$ cat src/rtl/svu_pkg.sv
// ----------------------------------------------------------------------------
// svu_pkg
// Shared types and constants for the simplex vertex unrank step block.
// ----------------------------------------------------------------------------
`default_nettype none

package svu_pkg;

    // Field widths fixed by the interface
    localparam int VTX_W   = 9;
    localparam int DIM_W   = 4;
    localparam int RANK_W  = 63;
    localparam int COEFF_W = 64;

    // Largest values the register fields can carry
    localparam int VTX_FIELD_MAX = (1 << VTX_W) - 1;
    localparam int DIM_FIELD_MAX = (1 << DIM_W) - 1;

    // Register indexes on the configuration port
    localparam logic REG_VERTEX_COUNT = 1'b0;
    localparam logic REG_DIM_LIMIT    = 1'b1;

    localparam logic [COEFF_W-1:0] COEFF_ONE  = 64'd1;
    localparam logic [COEFF_W-1:0] COEFF_ZERO = 64'd0;

    // Input item
    typedef struct packed {
        logic [VTX_W-1:0]  start_vertex;
        logic [RANK_W-1:0] rank_value;
        logic [DIM_W-1:0]  subset_size;
    } t_in_item;

    // Result item
    typedef struct packed {
        logic [VTX_W-1:0] vertex;
        logic             error;
    } t_out_item;

    // Operations of the shared arithmetic unit
    typedef enum logic {
        ALU_ADD_SAT,
        ALU_LESS
    } t_alu_op;

    // Sequencer states
    typedef enum logic [2:0] {
        ST_IDLE,
        ST_BUILD,
        ST_CHECK,
        ST_CMP0,
        ST_SRCH,
        ST_SCMP,
        ST_FCMP,
        ST_OUT
    } t_state;

endpackage

`default_nettype wire

$ cat src/rtl/svu_alu.sv
// ----------------------------------------------------------------------------
// svu_alu
// Shared 64-bit unit: saturating add for the table build, less-than compare
// for the search. One carry chain serves both.
// ----------------------------------------------------------------------------
`default_nettype none

module svu_alu (
    input  var svu_pkg::t_alu_op                 i_op,
    input  var logic [svu_pkg::COEFF_W-1:0]      i_a,
    input  var logic [svu_pkg::COEFF_W-1:0]      i_b,
    output var logic [svu_pkg::COEFF_W-1:0]      o_sum,
    output var logic                             o_lt
);

    logic [svu_pkg::COEFF_W-1:0] w_b;
    logic                        w_cin;
    logic [svu_pkg::COEFF_W:0]   w_res;

    // Subtract by inverting b and feeding a carry in
    always_comb begin
        w_b   = (i_op == svu_pkg::ALU_LESS) ? ~i_b : i_b;
        w_cin = (i_op == svu_pkg::ALU_LESS);
        w_res = {1'b0, i_a} + {1'b0, w_b} + {{svu_pkg::COEFF_W{1'b0}}, w_cin};
    end

    // Sum saturates at all ones; a borrow (no carry out) means a < b
    assign o_sum = w_res[svu_pkg::COEFF_W] ? {svu_pkg::COEFF_W{1'b1}}
                                           : w_res[svu_pkg::COEFF_W-1:0];
    assign o_lt  = ~w_res[svu_pkg::COEFF_W];

endmodule

`default_nettype wire

$ cat config.mk
export PLATFORM = sky130hd
export DESIGN_NAME = svu_alu
export DESIGN_NICKNAME = d
export VERILOG_FILES = /design/src/rtl/svu_pkg.sv /design/src/rtl/svu_alu.sv
export SDC_FILE = /design/constraint.sdc
export NUM_CORES = 1
export LEC_CHECK = 0
export BUFFER_PORTS_ARGS = -buffer_cell sky130_fd_sc_hd__buf_4
export CAP_MARGIN = 0
export CELL_PAD_IN_SITES_DETAIL_PLACEMENT = 1
export CELL_PAD_IN_SITES_GLOBAL_PLACEMENT = 2
export CORE_MARGIN = 2
export CORE_UTILIZATION = 28
export DETAILED_ROUTE_END_ITERATION = 8
export GPL_ROUTABILITY_DRIVEN = 0
export PLACE_DENSITY = 0.93
export SKIP_LAST_GASP = 1
export SLEW_MARGIN = 40
export SYNTH_ARGS = -nofsm -noshare
export SYNTH_HDL_FRONTEND = slang
export SYNTH_SLANG_ARGS = --single-unit
$ cat constraint.sdc
create_clock -name vclk -period 6
set_input_delay 0.3 -clock vclk [all_inputs]
set_output_delay 0.3 -clock vclk [all_outputs]
set_load 0.03 [all_outputs]
==> run_results.csv <==
group,metric,value,unit
pwr,p_leak,3.15,nW
worst_setup_path,worstSetupEndpointType,"output port",
pwr,power_density,219,nW/µm²
place,dp_hpwl,16.5,mm
global_routing,grt_max_degree,28,
timing,fin_setup_tns,0,ns
floorplanning,start_util,28.4,%
floorplanning,io_pins,194,
synthesis,synth_nets,950,
worst_setup_path,cp.arrival,4.43,ns
worst_setup_path,crit_top_cell,"buf_4",
global_routing,grt_pass1_vias,6139,
finish,nFlopsAndLatches,0,
timing,slew_headroom,43.7,%
timing,min_period,4.73,ns
pwr,ir_worst_vdd,121,µV
global_routing,gr-usage-met1,28.2,%
clock_tree,cts_setup_buffers,0,
synthesis,ys_seq_area_share,0,%
detailed_routing,remaining_drc_errors,0,
worst_setup_path,endpoint,"o_sum[58]",
run,maxCapViolations,0,
hold_path,worstHoldStart,"i_a[0]",
finish,insertedDiodeCount,0,
worst_setup_path,crit_slowest_cell,"o31ai_1",
finish,multi_input_area,4680,µm²
worst_setup_path,cp-start-kind,"input port",
timing,finalHoldViolations,0,
global_routing,grtUsageMet2,33.7,%
floorplanning,row_count,48,
synthesis,syn_area,4880,µm²
worst_setup_path,crit_type,"input port to output port",
finish,drive_above_1_share,22.8,%
finish,nFillCells,2280,
worst_setup_path,crit_start,"i_op",
synthesis,synthCells,752,
synthesis,ys_types,58,
timing,fmax,0.212,GHz
hold_path,holdCritPathClass,"input port to output port",
timing,finalCritPeriodShare,78.8,%
timing,setup_viol,0,
worst_setup_path,crit_fanout,27,
clock_tree,cts_resized,0,
floorplanning,die_x,136,µm
detailed_routing,wl,19.2,mm
detailed_routing,first_iter_violations,254,
global_routing,use_met3,1.45,%
detailed_routing,first_pass_iters,4,
timing,rsz0062_at_grt,"no",
outcome,outcome,"finished clean",
detailed_routing,viasPerCell,5.28,
detailed_routing,wl_per_cell,16.8,µm
finish,mostFrequentLayoutCell,"buf_4",
floorplanning,die_h,136,µm
place,numPortBuffers,194,
synthesis,syn_avg_cell_area,6.49,µm²
floorplanning,dieArea,18500,µm²
global_routing,grt_remaining_overflow,0,
finish,ff_latch_area,0,µm²
clock_tree,cts_hold_buffers,0,
finish,area_growth_syn_to_layout,33.9,%
floorplanning,coreArea,17200,µm²
worst_setup_path,crit_chain,"buf_4 -> buf_4 -> xor2_1 -> ha_1 -> a21oi_1 -> o21ai_1 -> a2111oi_0 -> nor2_1 -> o31ai_1 -> a21boi_1 -> a21oi_2 -> mux2i_1 -> o2111ai_1 -> buf_4",
timing,slew_viol_final,0,
timing,worst_pin_slew,0.843,ns
global_routing,grt_most_used_layer,"met2",
global_routing,antenna_found_initial,0,
worst_setup_path,slowest_delay,0.57,ns
worst_setup_path,cp_data_required_time,5.70,ns
finish,clockBufferCount,0,
detailed_routing,vias,6006,
synthesis,ys_warn_count,0,
finish,layout_common_cells,"buf_4 (197), nand2_1 (126), xor2_1 (90)",
finish,stdcell_count,1138,
detailed_routing,antenna_left,0,
global_routing,grtUsageTotal,19.8,%
finish,nNetsFinal,1113,
place,placed_cells,1138,
global_routing,grt_pass1_wl,30.4,mm
[worst max-delay path, delay by kind of cell]
kind | cells | cell delay [ns]
fa+ha+maj | 1 | 0.31
simple gates | 1 | 0.13
buf+inv | 3 | 1.04
compound gates | 7 | 2.16
xor+xnor | 1 | 0.25
mux | 1 | 0.22
[synth_stat cells, types with 7 or more instances]
| library cell | number | area [µm²] |
|---|---|---|
| a211oi_1 | 7 | 52.6 |
| a21o_1 | 29 | 218 |
| a21oi_1 | 88 | 440 |
| a31oi_1 | 9 | 56.3 |
| buf_1 | 7 | 26.3 |
| clkbuf_1 | 22 | 82.6 |
| ha_1 | 68 | 851 |
| inv_1 | 16 | 60.1 |
| nand2_1 | 126 | 473 |
| nand3_1 | 19 | 95.1 |
| nand4_1 | 19 | 119 |
| nor2_1 | 45 | 169 |
| nor3_1 | 16 | 80.1 |
| o21a_1 | 11 | 82.6 |
| o21ai_0 | 32 | 160 |
| o21ai_1 | 21 | 105 |
| o21bai_1 | 18 | 135 |
| xnor2_1 | 24 | 210 |
| xor2_1 | 90 | 788 |
[cell type report]
| type | count | area share (%) |
|---|---|---|
| Tap cell | 225 | 4.31 |
| Multi-Input combinational cell | 698 | 71.7 |
| Timing Repair Buffer | 198 | 23.1 |
| Inverter | 17 | 0.977 |
[routing by layer]
layer | wire [µm] | vias up
met2 | 8630 | 167
met3 | 928 | 14
met5 | 0 | -
met1 | 9410 | 2796
li1 | - | 3029
met4 | 184 | 0
[cells by family after synthesis]
group                    after synthesis  synth area share (%)
adder cells (fa/ha/maj)               69                  17.9
buffers and inverters                 54                  4.46
XOR/XNOR                             114                  20.5
multiplexers                           3                 0.616
AND/OR/NAND/NOR                      259                  24.1
AO/OA/AOI/OAI                        253                  32.5
[stage by stage]
step	setup WS [ns]	util (%)	total power, mW	hold WS, ns	area (µm²)
5_1_grt	0.975	38.0	1.56	1.01	6530
6_report	1.27	38.0	1.43	0.962	6530
3_3_place_gp	1.35	37.9	1.41	0.964	6500
2_1_floorplan	1.91	-	0.939	0.856	4880
3_5_place_dp	1.22	38.0	1.43	0.964	6530
4_1_cts	1.19	38.0	1.44	0.967	6530
[worst min path at each step]
stage | endpoint | cells past startpoint
floorplan | o_sum[0] | 2
global placement | o_sum[0] | 4
detailed placement | o_sum[0] | 4
CTS | o_sum[0] | 4
global route | o_sum[0] | 4
finish | o_sum[0] | 4
[where the power goes]
group	switching, mW	leakage, nW	internal (mW)
clock	0	0	0
combinational	0.889	3.15	0.543
sequential	0	0	0
total	0.889	3.15	0.543
Note: power is estimated with default switching activity, not from simulation.
